==> src/rtl/core/gmb_pkg.sv <==
`timescale 1ns / 1ps
// Shared types and constants of the gray histogram mode binarizer.
package gmb_pkg;

   localparam int unsigned GRAY_W       = 8;
   localparam int unsigned MODE_LEVEL_W = 8;
   localparam int unsigned COUNT_W      = 20;
   localparam int unsigned THRESH_W     = 9;

   localparam logic [THRESH_W-1:0] THRESH_RESET = 9'd128;

   // Bins stop counting at the lesser of the pixel budget and the field maximum.
   localparam int unsigned MAX_PIXELS    = 524288;
   localparam int unsigned COUNT_FIELD_MAX = (1 << COUNT_W) - 1;
   localparam logic [COUNT_W-1:0] COUNT_CAP =
      COUNT_W'((MAX_PIXELS < COUNT_FIELD_MAX) ? MAX_PIXELS : COUNT_FIELD_MAX);

   typedef struct packed {
      logic                    binary_pixel;
      logic                    frame_done;
      logic [MODE_LEVEL_W-1:0] mode_level;
      logic [COUNT_W-1:0]      mode_count;
   } rsp_type;

   typedef struct packed {
      logic [1:0] count;
      logic       pop;
   } buf_status_type;

endpackage

==> src/rtl/core/gmb_out_buf.sv <==
`timescale 1ns / 1ps
// Two-entry result buffer between the histogram pipeline and the rsp_ channel.
module gmb_out_buf (
   input  logic                    clock,
   input  logic                    reset,
   input  logic                    push,
   input  gmb_pkg::rsp_type        push_data,
   output gmb_pkg::buf_status_type status,
   output logic                    rsp_valid,
   input  logic                    rsp_ready,
   output gmb_pkg::rsp_type        rsp_data
);

   gmb_pkg::rsp_type entry_ff [2];
   logic       head_ff;
   logic       head_in;
   logic [1:0] count_ff;
   logic [1:0] count_in;
   logic       pop;
   logic       wr_ptr;

   assign rsp_valid = (count_ff != 2'd0);
   assign rsp_data  = entry_ff[head_ff];
   assign pop       = rsp_valid & rsp_ready;
   assign wr_ptr    = head_ff ^ count_ff[0];

   always_comb begin
      head_in  = head_ff ^ pop;
      count_in = count_ff + {1'b0, push} - {1'b0, pop};
   end

   always_ff @(posedge clock) begin
      if (reset) begin
         head_ff  <= 1'b0;
         count_ff <= 2'd0;
      end else begin
         head_ff  <= head_in;
         count_ff <= count_in;
      end
   end

   always_ff @(posedge clock) begin
      if (push) begin
         entry_ff[wr_ptr] <= push_data;
      end
   end

   assign status.count = count_ff;
   assign status.pop   = pop;

endmodule

==> config.mk <==
export PLATFORM = sky130hd
export DESIGN_NAME = gmb_out_buf
export DESIGN_NICKNAME = d
export VERILOG_FILES = /design/src/rtl/core/gmb_pkg.sv /design/src/rtl/core/gmb_out_buf.sv
export SDC_FILE = /design/constraint.sdc
export NUM_CORES = 1
export LEC_CHECK = 0
export ABC_CLOCK_PERIOD_IN_PS = 2600
export BUFFER_PORTS_ARGS = -buffer_cell sky130_fd_sc_hd__buf_2
export CAP_MARGIN = 10
export CORE_MARGIN = 5
export CORE_UTILIZATION = 45
export DETAILED_ROUTE_END_ITERATION = 6
export GPL_TIMING_DRIVEN = 0
export PLACE_DENSITY = 0.81
export RECOVER_POWER = 100
export SYNTH_ARGS = -nofsm -noshare
export SYNTH_HDL_FRONTEND = slang
export SYNTH_SLANG_ARGS = --single-unit
==> constraint.sdc <==
create_clock -name clock -period 2.6 [get_ports clock]
set_clock_uncertainty 0.15 [all_clocks]
set_input_delay 0.13 -clock clock [delete_from_list [all_inputs] [get_ports clock]]
set_output_delay 0.13 -clock clock [all_outputs]
set_load 0.01 [all_outputs]
== Word-level counts from Yosys, hierarchy flattened ==
Memory sizes are Yosys's and may differ from the RTL's. A register that Yosys moved wholly into a read port is not among the register bits.
Index checks and enable logic that the tools add are counted.

* Memories: 1
* Bits in writable memories: 60
* Register bits: 3

{| class="wikitable"
|+ Memory list
! memory !! words !! bits a word !! read ports !! clocked after Yosys merged registers in !! wr ports !! RTL line !! source
|-
| entry_ff || 2 || 30 || 1 || 1 || 1 || gmb_out_buf.sv:14 || <nowiki>gmb_pkg::rsp_type entry_ff [2];</nowiki>
|}

* Reduce and logical (&&, ||, !) cells: 1
* $add $sub $neg: 2
* Bitwise gates (word level): 3
* Muxes and demuxes: 3

{| class="wikitable"
|+ Operators with widths
! cell !! count
|-
| 2-to-1 mux 1 bit || 3
|-
| adder 2 x 1 -> 2 bit || 1
|-
| nonzero test 2 bit || 1
|-
| subtractor 2 x 1 -> 2 bit || 1
|-
| bitwise XOR 1 bit || 2
|-
| bitwise AND 1 bit || 1
|}

== Logic depth before layout (Yosys ltp) ==
Gate-level depths: netlist (run 1).

* Depth in word-level cells: 4
* Mapped depth: 6

== Least setup slack after synthesis (run 1) ==
Ideal clock, no wire load.

* Path type: register -> register
* From: register head_ff
* To: memory entry_ff[1][0] (netlist bit), enable pin
* Data arrival time: 1.917 ns
* Clock period less this slack: 2.488 ns
* Setup slack: 0.112 ns
* Path buffers: 1
* Stages on the path, launching flop included: 4
* Cells stage by stage: dfxtp_1 -> buf_6 -> xnor2_1 -> nor2b_1

* Longest elaborated chain between the ends: 1

{| class="wikitable"
|+ Ends and longest elaborated chain
! item !! RTL line !! source
|-
| from (decl) || gmb_out_buf.sv:15 || <nowiki>logic head_ff;</nowiki>
|-
| from (signal assigned) || gmb_out_buf.sv:37 || <nowiki>head_ff <= head_in;</nowiki>
|-
| bitwise XOR 1 bit || gmb_out_buf.sv:25 || <nowiki>assign wr_ptr = head_ff ^ count_ff[0];</nowiki>
|-
| to (decl) || gmb_out_buf.sv:14 ||
|}

No other way between the ends.

== Worst setup path in the final report (run 1) ==
* From: register head_ff
* To: memory entry_ff[0][16] (netlist bit), enable pin

The elaborated chain is that of the path after synthesis.

==> results of run 1 <==
[stage by stage]
stage,area (um^2),util (%)
floorplan,2490,-
global placement,2920,53.7
detailed placement,2950,54.3
CTS,3500,64.4
global route,3380,62.2
finish,3380,62.2
[placed cells by master, fill, tap and decap left out, drive strengths merged, types with 3 or more instances in the layout]
master	synthesis	layout
buf	5	37
bufinv	0	3
clkbuf	0	48
dfxtp	3	3
dlygate4sd3	0	31
edfxtp	60	60
mux2	31	31
nor2b	3	3
[logic make-up after synthesis]
| family | Yosys count |
|---|---|
| buf+inv | 7 |
| simple gates | 7 |
| flops | 63 |
| compound gates | 1 |
| xor+xnor | 2 |
| mux | 31 |
| fa+ha+maj | 2 |
[worst register-to-register path, cell delays in order (launching register included)]
cell and delay, ns:
sky130_fd_sc_hd__dfxtp_1 0.31, sky130_fd_sc_hd__clkbuf_1 0.30, sky130_fd_sc_hd__xnor2_1 0.24, sky130_fd_sc_hd__and2_1 0.63, sky130_fd_sc_hd__buf_16 0.24
[layout make-up]
type / count / area, um^2 / area share, %
timing repair buffer: 99 / 632 / 18.7
sequential: 63 / 1860 / 55.0
buffer: 5 / 41.3 / 1.22
clock inverter: 4 / 95.1 / 2.81
tap: 72 / 90.1 / 2.66
inverter: 2 / 7.51 / 0.222
multi-input combinational: 43 / 510 / 15.1
clock buffer: 12 / 145 / 4.29
[timing repair]
action                                 4_1_cts  5_1_grt
endpoints found under the hold margin       62        0
setup buffers                                0        0
gates resized for setup                      0        0
setup endpoints to repair                    0        0
hold buffers                                31        0
[layer usage]
layer	up-vias	global-route usage [%]	routed length (um)
met4	0	6.91	80
met2	47	25.4	2300
met3	8	3.53	276
met1	640	13.8	1790
met5	-	0	0
li1	654	-	-
[power breakdown]
group          total [mW]  internal [mW]  switching, mW
logic                1.01          0.489          0.522
clock network        1.01          0.662          0.350
registers            1.49           1.43         0.0678
total                3.52           2.58          0.940
[registers in the layout (all words and copies together) (netlist names)]
name / flops
entry_ff: 60
count_ff: 2
head_ff: 1
[final timing paths]
path	startpoint	end	slack (ns)
worst max-delay path	head_ff	entry_ff[0][16]	0.43
worst min-delay path	push	count_ff[0]	0.03
worst max register to register	head_ff	entry_ff[0][16]	0.43
worst min register to register	count_ff[1]	count_ff[1]	0.53
==> run summary, run 1 <==
====================================================================================
Overall overflow remaining after global route                                      0
Number of buffers created by CTS                                                   9
Filler cells                                                                     435
Final critical-path required period                                          2.17 ns
Share of cells above drive strength 1                                          31.1%
Mapped Avg Cell Area                                                       22.1 um^2
Worst setup slack after layout                                              0.430 ns
Slew at the pin closest to its max-slew limit                               0.857 ns
Leakage power total                                                          1.28 nW
Slew Limit Headroom                                                            42.7%
Gate count after technology mapping                                              113
All-Layer GR Usage                                                             13.6%
Slowest cell on the critical path                                       sky130_fd_sc_hd__and2_1
Sum of negative setup slack                                                     0 ns
Number of global-route vias before repair                                       1538
Post-Syn Area                                                              2490 um^2
Most common library cells after synthesis                               sky130_fd_sc_hd__edfxtp_1, sky130_fd_sc_hd__mux2_4, sky130_fd_sc_hd__buf_6, sky130_fd_sc_hd__dfxtp_1, sky130_fd_sc_hd__nor2b_1
Peak per-stage delay on the critical path                                    0.63 ns
Synthesized-area fraction occupied by adder cells                              1.00%
Die extent in x                                                              84.4 um
Pin count of the biggest net entering global routing                              31
Register clock-pin slew on the reported worst setup and hold paths           0.07 ns
Launching element type of the critical path                                     flop
Dominant combinational cell family by area after synthesis              multiplexers
Total wirelength of the detailed-routed design                               4450 um
Type of the worst min-delay path                                              in2reg
CP delay by family, top                                                 simple AND/OR/NAND/NOR gates
Worst setup EP type                                                             flop
Sequential-to-total area share from yosys stat                                 74.7%
Category of the most critical setup path                                     reg2reg
Violation count after the first detailed-route iteration                          33
Area growth from synthesis to final layout                                     35.7%
# H-tree levels                                                                    3
Prevailing post-synth register cell                                     sky130_fd_sc_hd__edfxtp_1
Mapped Nets                                                                      149
Share of the synthesized netlist area taken by xor and xnor gates              1.25%
Flip-flop and latch count after synthesis                                         63
Power per Cell Area                                                     1040 nW/um^2
Number of vias per cell after detailed routing                                  4.50
Critical path peak fanout                                                         18
Worst hold slack across all endpoints                                      0.0294 ns
Number of vias in the routed layout                                             1349
Max clock buf depth                                                                2
Count of unique library cells instantiated by Yosys                               17
Count of flip-flops with a built-in enable after synthesis                        60
Die area                                                                   7130 um^2
Number of buffers and inverters on the critical path                               2
Sinks on the clock net                                                            63
TritonCTS clock tree                                                            done
Number of I/O port buffers                                                        67
Antenna violations before repair                                                   0
Final period util                                                              83.4%
Global-route wire length before repair                                       7320 um
Synth async-reset ratio                                                           0%
Final Setup Violations                                                             0
WP data required                                                             2.49 ns
Instance count along the most critical hold path                                   3
HPWL Detailed                                                                2770 um
Outcome                                                                 finished, final reports clean
Cell with the most instances after synthesis                            sky130_fd_sc_hd__edfxtp_1
Max Clk Rate                                                                 461 MHz
DRC violations left                                                                0
Weighted congestion at the end of routability-driven global placement          0.650
Std-Cell Rows                                                                     27
Fraction of post-synthesis cell area in the top cell type by area              72.3%
Final-report max-slew violation count                                              0
Final net count                                                                  259
Post-Synth Simple-Gate Area                                                    1.66%
Starting density of the core                                                   45.8%
Vertical die dimension                                                       84.4 um
Max-cap viol count                                                                 0
Portion of netlist area occupied by mux cells                                  18.4%
Final hold violation count                                                         0
Yosys warning count                                                                0
Cells along the critical path                                           clkbuf_1 > xnor2_1 > and2_1 > buf_16
Post-route non-filler standard cell count                                        300
Final Total Pwr                                                              3.52 mW
Logic depth of the worst setup path including buffers                              4
First-pass DRT Iterations                                                          4
Io pins                                                                           68
Post-detailed-route count of antenna-violating nets                                0
Standard cell core area                                                    5440 um^2
Depth of the worst register-to-register path                                       4
Root buffer cell                                                        sky130_fd_sc_hd__clkbuf_8
Unrepaired setup endpoints after global routing                                   no
Library cell with the largest summed area after synthesis               sky130_fd_sc_hd__edfxtp_1
Number of diodes                                                                   0
Worst slack at placement                                                    0.534 ns
Clock latency of the later-clocked register in the worst-skew pair           0.33 ns
Data arrival time at the worst-slack endpoint                                2.06 ns
Cells taking the most area after synthesis                              sky130_fd_sc_hd__edfxtp_1, sky130_fd_sc_hd__mux2_4, sky130_fd_sc_hd__dfxtp_1
IR drop worst, VDD                                                          0.808 mV
Cell count after placement                                                       253
Wire length per cell                                                         14.8 um
Compound-cell area share of the yosys netlist                                 0.301%
====================================================================================
No activity file was read; power rests on OpenSTA's default activity.
==> run 2, diff against run 1 <==
--- a/config.mk
+++ b/config.mk
@@ -5,14 +5,14 @@
 export SDC_FILE = /design/constraint.sdc
 export NUM_CORES = 1
 export LEC_CHECK = 0
-export ABC_CLOCK_PERIOD_IN_PS = 2600
+export ABC_CLOCK_PERIOD_IN_PS = 2200
 export BUFFER_PORTS_ARGS = -buffer_cell sky130_fd_sc_hd__buf_2
 export CAP_MARGIN = 10
 export CORE_MARGIN = 5
 export CORE_UTILIZATION = 45
 export DETAILED_ROUTE_END_ITERATION = 6
 export GPL_TIMING_DRIVEN = 0
-export PLACE_DENSITY = 0.81
+export PLACE_DENSITY = 0.78
 export RECOVER_POWER = 100
 export SYNTH_ARGS = -nofsm -noshare
 export SYNTH_HDL_FRONTEND = slang
==> constraint.sdc (replaced) <==
create_clock -name clock -period 2.2 [get_ports clock]
set_clock_uncertainty 0.15 [all_clocks]
set_input_delay 0.11 -clock clock [delete_from_list [all_inputs] [get_ports clock]]
set_output_delay 0.11 -clock clock [all_outputs]
set_load 0.01 [all_outputs]
==> run 2 against run 1 <==
Against the previous run:
- maximum frequency up 15%
- via count down 1.4%
- sequential cell count unchanged
- worst hold slack worse by 0.020 ns
- critical path depth unchanged
- utilization down 1.2 points
- global-route usage about the same
- setup slack worse by 0.11 ns
- sequential power up 18%
- first-iteration DRC count up 15%
==> run summary, run 2 (same netlist as run 1, synthesis figures left out) <==
====================================================================================
Slew Limit Headroom                                                            41.9%   -0.82 points
Weighted congestion at the end of routability-driven global placement          0.669   +2.9%
TritonCTS clock tree                                                            done
CP delay by family, top                                                 simple AND/OR/NAND/NOR gates
Number of buffers and inverters on the critical path                               2   unchanged
Outcome                                                                 finished, final reports clean
Global-route wire length before repair                                       7210 um   -1.5%
Peak per-stage delay on the critical path                                    0.53 ns   -0.10 ns
Final Setup Violations                                                             0   unchanged
Register clock-pin slew on the reported worst setup and hold paths           0.07 ns   about the same
Io pins                                                                           68   unchanged
Filler cells                                                                     434   -0.23%
Unrepaired setup endpoints after global routing                                   no
Final hold violation count                                                         0   unchanged
Depth of the worst register-to-register path                                       4   unchanged
Worst Hold Launch                                                               push
Slew at the pin closest to its max-slew limit                               0.870 ns   +0.0123 ns
All-Layer GR Usage                                                             13.6%   +0.037 points
Minimum setup slack among reg-to-reg paths                                   0.32 ns   -0.11 ns
Share of cells above drive strength 1                                          34.2%   +3.1 points
HPWL Detailed                                                                2670 um   -3.7%
Slowest cell on the critical path                                       sky130_fd_sc_hd__and2_2
Worst setup path start                                                       head_ff
Std-Cell Rows                                                                     27   unchanged
Final critical-path required period                                          1.88 ns   -0.287 ns
WP data required                                                             2.09 ns   -0.40 ns
Register share of total power                                                  44.7%   +2.2 points
Leading cell type in the layout, fill and taps excluded                 sky130_fd_sc_hd__edfxtp_1
Max clock buf depth                                                                2   unchanged
Violation count after the first detailed-route iteration                          38   +15%
Max Clk Rate                                                                 531 MHz   +15%
Standard cell core area                                                    5440 um^2   unchanged
Launching element type of the critical path                                     flop
Final core occ                                                                 61.1%   -1.2 points
Number of vias per cell after detailed routing                                  4.43   -1.4%
Largest regs                                                            entry_ff x60, count_ff x2, head_ff x1
Antenna violations before repair                                                   0   unchanged
M1 GR Usage                                                                    14.2%   +0.44 points
Pin count of the biggest net entering global routing                              31   unchanged
Type of the worst min-delay path                                              in2reg
Critical path peak fanout                                                         20   +2
Category of the most critical setup path                                     reg2reg
Most Crowded Layer GR                                                           met2
Instance count along the most critical hold path                                   3   unchanged
Post-detailed-route count of antenna-violating nets                                0   unchanged
DRC violations left                                                                0   unchanged
Sinks on the clock net                                                            63   unchanged
Number of I/O port buffers                                                        67   unchanged
Max-cap viol count                                                                 0   unchanged
Cells along the critical path                                           buf_6 > xnor2_1 > and2_2 > buf_8
Number of diodes                                                                   0   unchanged
Final net count                                                                  259   unchanged
Int Pwr                                                                      2.83 mW   +10%
Power per Cell Area                                                     1180 nW/um^2   +14%
Final-report max-slew violation count                                              0   unchanged
Starting density of the core                                                   45.8%   unchanged
Reg-to-reg startpoint                                                        head_ff
Overall overflow remaining after global route                                      0   unchanged
Critical R2R Capture                                                    entry_ff[0][13]
Cell count after placement                                                       253   unchanged
Die area                                                                   7130 um^2   unchanged
Die extent in x                                                              84.4 um   unchanged
Vertical die dimension                                                       84.4 um   unchanged
Clock latency of the later-clocked register in the worst-skew pair           0.32 ns   about the same
Number of vias in the routed layout                                             1330   -1.4%
Commonest cells after routing, fill and taps aside                      sky130_fd_sc_hd__edfxtp_1, sky130_fd_sc_hd__buf_2, sky130_fd_sc_hd__dlygate4sd3_1, sky130_fd_sc_hd__mux2_1, sky130_fd_sc_hd__clkbuf_1
Area used by multi-input combinational logic                                482 um^2   -5.6%
# H-tree levels                                                                    3   unchanged
Register containing the most flip-flops in the final layout                 entry_ff
Number of buffers created by CTS                                                   9   unchanged
Sum of negative setup slack                                                     0 ns   unchanged
Combinational share of power                                                   28.5%   -0.2 points
Fraction of met3 tracks used by global routing                                 4.51%   +0.98 points
Wire length per cell                                                         14.7 um   -1.1%
Post-route non-filler standard cell count                                        300   unchanged
First-pass DRT Iterations                                                          4   unchanged
Flip-flop count of the largest register after layout                              60   unchanged
IR drop worst, VDD                                                          0.744 mV   -8.0%
Switching pwr                                                                1.10 mW   +17%
GR Util met2                                                                   24.3%   -1.1 points
Leakage power total                                                          1.27 nW   -0.49%
Part of the total power dissipated in the clock network                        26.8%   -2.0 points
Root buffer cell                                                        sky130_fd_sc_hd__clkbuf_8
Number of global-route vias before repair                                       1496   -2.7%
Data arrival time at the worst-slack endpoint                                1.77 ns   -0.29 ns
Worst setup EP type                                                             flop
End point of the most critical hold path                                 count_ff[0]
Storage cell area                                                          1860 um^2   unchanged
Area growth from synthesis to final layout                                     33.2%
Final period util                                                              85.6%   +2.1 points
Total wirelength of the detailed-routed design                               4400 um   -1.1%
Switching fraction of total power                                              27.9%   +1.2 points
====================================================================================
[run 2: stage by stage]
stage          worst slack (ns)  power (mW)  instance area [um^2]  hold WS, ns
3_3_place_gp             -0.150        3.05                  2920        0.147
4_1_cts                   0.271        4.19                  3460     0.000342
3_5_place_dp            -0.0349        3.10                  2940        0.151
6_report                  0.318        3.93                  3320      0.00945
5_1_grt                   0.248        4.16                  3320      0.00296
2_1_floorplan             0.271        2.66                  2500       0.0316
[run 2: final cells by class]
type,instances,share of cell area [%]
well taps,72,2.71
inverters,2,0.226
repair buffers,99,19.1
flip-flops and latches,63,56.1
clock inverters,7,2.64
multi-input cells,43,14.5
clock buffers,9,3.73
plain buffers,5,1.02
[run 2: how the worst max path moves through the flow]
stage                     slack, ns         endpoint  cells after the start
after CTS                      0.27   entry_ff[0][5]                      4
after global placement        -0.15  entry_ff[1][13]                      3
after detailed placement      -0.03  entry_ff[0][13]                      4
after global routing           0.25   entry_ff[0][3]                      4
final                          0.32  entry_ff[0][13]                      4
after floorplan                0.27   entry_ff[0][0]                      3
[run 2: worst reg2reg max path: stages, from the launching register on]
cell                      delay, ns
sky130_fd_sc_hd__dfxtp_1       0.31
sky130_fd_sc_hd__buf_6         0.12
sky130_fd_sc_hd__xnor2_1       0.27
sky130_fd_sc_hd__and2_2        0.53
sky130_fd_sc_hd__buf_8         0.22
[run 2: routing by layer]
layer,wire length [um],vias to the layer above
met5,0,-
met2,2350,48
met3,301,9
li1,-,652
met4,81,0
met1,1670,621
[run 2: power by group through the flow]
| stage | Combinational [mW] | Clock (mW) | Sequential [mW] |
|---|---|---|---|
| 2_1_floorplan | 0.876 | 0 | 1.79 |
| 3_3_place_gp | 1.26 | 0 | 1.79 |
| 3_5_place_dp | 1.30 | 0 | 1.80 |
| 4_1_cts | 1.35 | 1.07 | 1.77 |
| 5_1_grt | 1.23 | 1.14 | 1.79 |
| 6_report | 1.12 | 1.05 | 1.76 |
[run 2: what timing repair did]
action,4_1_cts,5_1_grt
resized for setup,1,0
hold buffers,31,0
endpoints found under the setup margin,11,0
endpoints found under the hold margin,63,0
setup buffers,0,0
==> run 3, diff against run 2 <==
--- a/config.mk
+++ b/config.mk
@@ -7,13 +7,12 @@
 export LEC_CHECK = 0
 export ABC_CLOCK_PERIOD_IN_PS = 2200
 export BUFFER_PORTS_ARGS = -buffer_cell sky130_fd_sc_hd__buf_2
-export CAP_MARGIN = 10
+export CAP_MARGIN = 15
 export CORE_MARGIN = 5
 export CORE_UTILIZATION = 45
 export DETAILED_ROUTE_END_ITERATION = 6
 export GPL_TIMING_DRIVEN = 0
 export PLACE_DENSITY = 0.78
-export RECOVER_POWER = 100
 export SYNTH_ARGS = -nofsm -noshare
 export SYNTH_HDL_FRONTEND = slang
 export SYNTH_SLANG_ARGS = --single-unit
==> run 3 against run 2 <==
Against the previous run:
- sequential cell count unchanged
- utilization up 2.6 points
- sequential power about the same
- total power up 5.6%
- first-iteration DRC count up 32%
- global-route usage unchanged
- maximum frequency down 0.92%
- combinational power up 19%
- critical endpoint unchanged
- critical path depth unchanged
- worst hold slack better by 0.0020 ns
- register-to-register slack worse by 0.02 ns
==> run summary, run 3 (same netlist as run 1, synthesis figures left out) <==
====================================================================================
First-pass DRT Iterations                                                          4   unchanged
Share of cells above drive strength 1                                          53.9%   +20 points
Topmost layer with routed signal wires                                          met4
Global-route wire length before repair                                       7210 um   unchanged
Category of the most critical setup path                                     reg2reg
Total wirelength of the detailed-routed design                               4370 um   -0.73%
Leading cell type in the layout, fill and taps excluded                 sky130_fd_sc_hd__buf_2
Overall overflow remaining after global route                                      0   unchanged
Die area                                                                   7130 um^2   unchanged
Worst slack at placement                                                  -0.0349 ns   unchanged
Final cell area excluding filler cells                                     3460 um^2   +4.3%
Register containing the most flip-flops in the final layout                 entry_ff
Critical path peak fanout                                                         20   unchanged
Starting density of the core                                                   45.8%   unchanged
Outcome                                                                 finished, final reports clean
Number of buffers created by CTS                                                   9   unchanged
Number of diodes                                                                   0   unchanged
HPWL Detailed                                                                2670 um   unchanged
Type of the worst min-delay path                                              in2reg
Antenna violations before repair                                                   0   unchanged
Clock latency of the later-clocked register in the worst-skew pair           0.32 ns   about the same
Number of I/O port buffers                                                        67   unchanged
Max Clk Rate                                                                 526 MHz   -0.92%
Flip-flop count of the largest register after layout                              60   unchanged
Wire length per cell                                                         14.6 um   -0.73%
Unrepaired setup endpoints after global routing                                   no
Power per Cell Area                                                     1200 nW/um^2   +1.2%
Violation count after the first detailed-route iteration                          50   +32%
Number of setup buffers added after CTS                                            0   unchanged
# H-tree levels                                                                    3   unchanged
Std-Cell Rows                                                                     27   unchanged
Final critical-path required period                                          1.90 ns   +0.0174 ns
Data arrival time at the worst-slack endpoint                                1.79 ns   +0.02 ns
Sum of negative setup slack                                                     0 ns   unchanged
Number of global-route vias before repair                                       1496   unchanged
IR drop worst, VDD                                                          0.763 mV   +2.5%
Final period util                                                              86.4%   +0.79 points
Weighted congestion at the end of routability-driven global placement          0.669   unchanged
Instance area after placement                                              2940 um^2   unchanged
Max-cap viol count                                                                 0   unchanged
Register clock-pin slew on the reported worst setup and hold paths           0.07 ns   about the same
Sinks on the clock net                                                            63   unchanged
Post-detailed-route count of antenna-violating nets                                0   unchanged
Peak per-stage delay on the critical path                                    0.53 ns   about the same
Commonest cells after routing, fill and taps aside                      sky130_fd_sc_hd__buf_2, sky130_fd_sc_hd__edfxtp_1, sky130_fd_sc_hd__dlygate4sd3_1, sky130_fd_sc_hd__mux2_4, sky130_fd_sc_hd__clkbuf_8
Worst setup EP type                                                             flop
Area growth from synthesis to final layout                                     38.9%
DRC violations left                                                                0   unchanged
Standard cell core area                                                    5440 um^2   unchanged
Slowest cell on the critical path                                       sky130_fd_sc_hd__and2_2
Max clock buf depth                                                                2   unchanged
Cells along the critical path                                           buf_6 > xnor2_1 > and2_2 > buf_8
Io pins                                                                           68   unchanged
Launching element type of the critical path                                     flop
Routed length on met1                                                        1660 um   -0.36%
Final Total Pwr                                                              4.15 mW   +5.6%
Number of vias in the routed layout                                             1331   +0.075%
Total length of routed met3 wires                                             286 um   -5.0%
Slew Limit Headroom                                                            42.5%   +0.60 points
Final net count                                                                  259   unchanged
All-Layer GR Usage                                                             13.6%   unchanged
Slew at the pin closest to its max-slew limit                               0.861 ns   -0.00896 ns
Largest regs                                                            entry_ff x60, count_ff x2, head_ff x1
Final Setup Violations                                                             0   unchanged
TritonCTS clock tree                                                            done
Vertical die dimension                                                       84.4 um   unchanged
Pin count of the biggest net entering global routing                              31   unchanged
Worst setup slack after layout                                              0.300 ns   -0.0174 ns
Die extent in x                                                              84.4 um   unchanged
Routed length on met2                                                        2330 um   -0.68%
Number of vias per cell after detailed routing                                  4.44   about the same
WP data required                                                             2.09 ns   about the same
Root buffer cell                                                        sky130_fd_sc_hd__clkbuf_8
Final hold violation count                                                         0   unchanged
Final-report max-slew violation count                                              0   unchanged
Leakage power total                                                          1.41 nW   +11%
====================================================================================
run 3: cell types whose count changed in the layout (fill, tap and decap cells not counted):
cell | before | now
sky130_fd_sc_hd__mux2_1 | 24 | 0
sky130_fd_sc_hd__clkbuf_4 | 1 | 0
sky130_fd_sc_hd__buf_4 | 0 | 1
sky130_fd_sc_hd__buf_12 | 0 | 1
sky130_fd_sc_hd__clkbuf_2 | 3 | 0
sky130_fd_sc_hd__buf_2 | 46 | 67
sky130_fd_sc_hd__mux2_4 | 5 | 29
sky130_fd_sc_hd__buf_6 | 1 | 3
sky130_fd_sc_hd__clkbuf_1 | 21 | 0
run 3: timing repair:
item	CTS	global route
resized for setup	1	0
endpoints found under the hold margin	63	0
hold buffers	31	0
endpoints found under the setup margin	11	0
run 3: final timing paths:
kind,startpoint,endpoint,slack (ns),cells after the start
max,head_ff,entry_ff[0][13],0.30,4
min,push,count_ff[0],0.01,3
min reg2reg,count_ff[1],count_ff[1],0.52,2
max reg2reg,head_ff,entry_ff[0][13],0.30,4
run 3: through the flow:
stage          std cells  hold WS, ns  util (%)
6_report             300       0.0114      63.7
3_3_place_gp         252        0.147      53.7
5_1_grt              300      0.00296      63.7
4_1_cts              300     0.000342      63.7
3_5_place_dp         253        0.151      54.1
2_1_floorplan        113       0.0316         -
run 3: report_power, final:
part	leakage (nW)	switching, mW	internal [mW]
clock network	0.110	0.423	0.629
logic	0.716	0.621	0.708
registers	0.588	0.0846	1.69
total	1.41	1.13	3.02
run 3: cell type report:
cell class	count	area, um^2
buffer	5	61.3
clock buffer	9	124
clock inverter	7	87.6
fill	403	1970
inverter	2	7.51
multi-input combinational	43	572
sequential	63	1860
tap	72	90.1
timing repair buffer	99	661
run 3: metal layers:
metal / track usage, % / vias to the layer above
li1: - / 654
met1: 14.2 / 621
met2: 24.3 / 47
met3: 4.51 / 9
met4: 6.91 / 0
met5: 0 / -
run 3: worst max-delay path, delay by kind of cell, from the launching register on:
| family | cells | cell delay (ns) |
|---|---|---|
| XOR/XNOR | 1 | 0.27 |
| AND/OR/NAND/NOR | 1 | 0.53 |
| buffers and inverters | 2 | 0.35 |
| flip-flops | 1 | 0.31 |
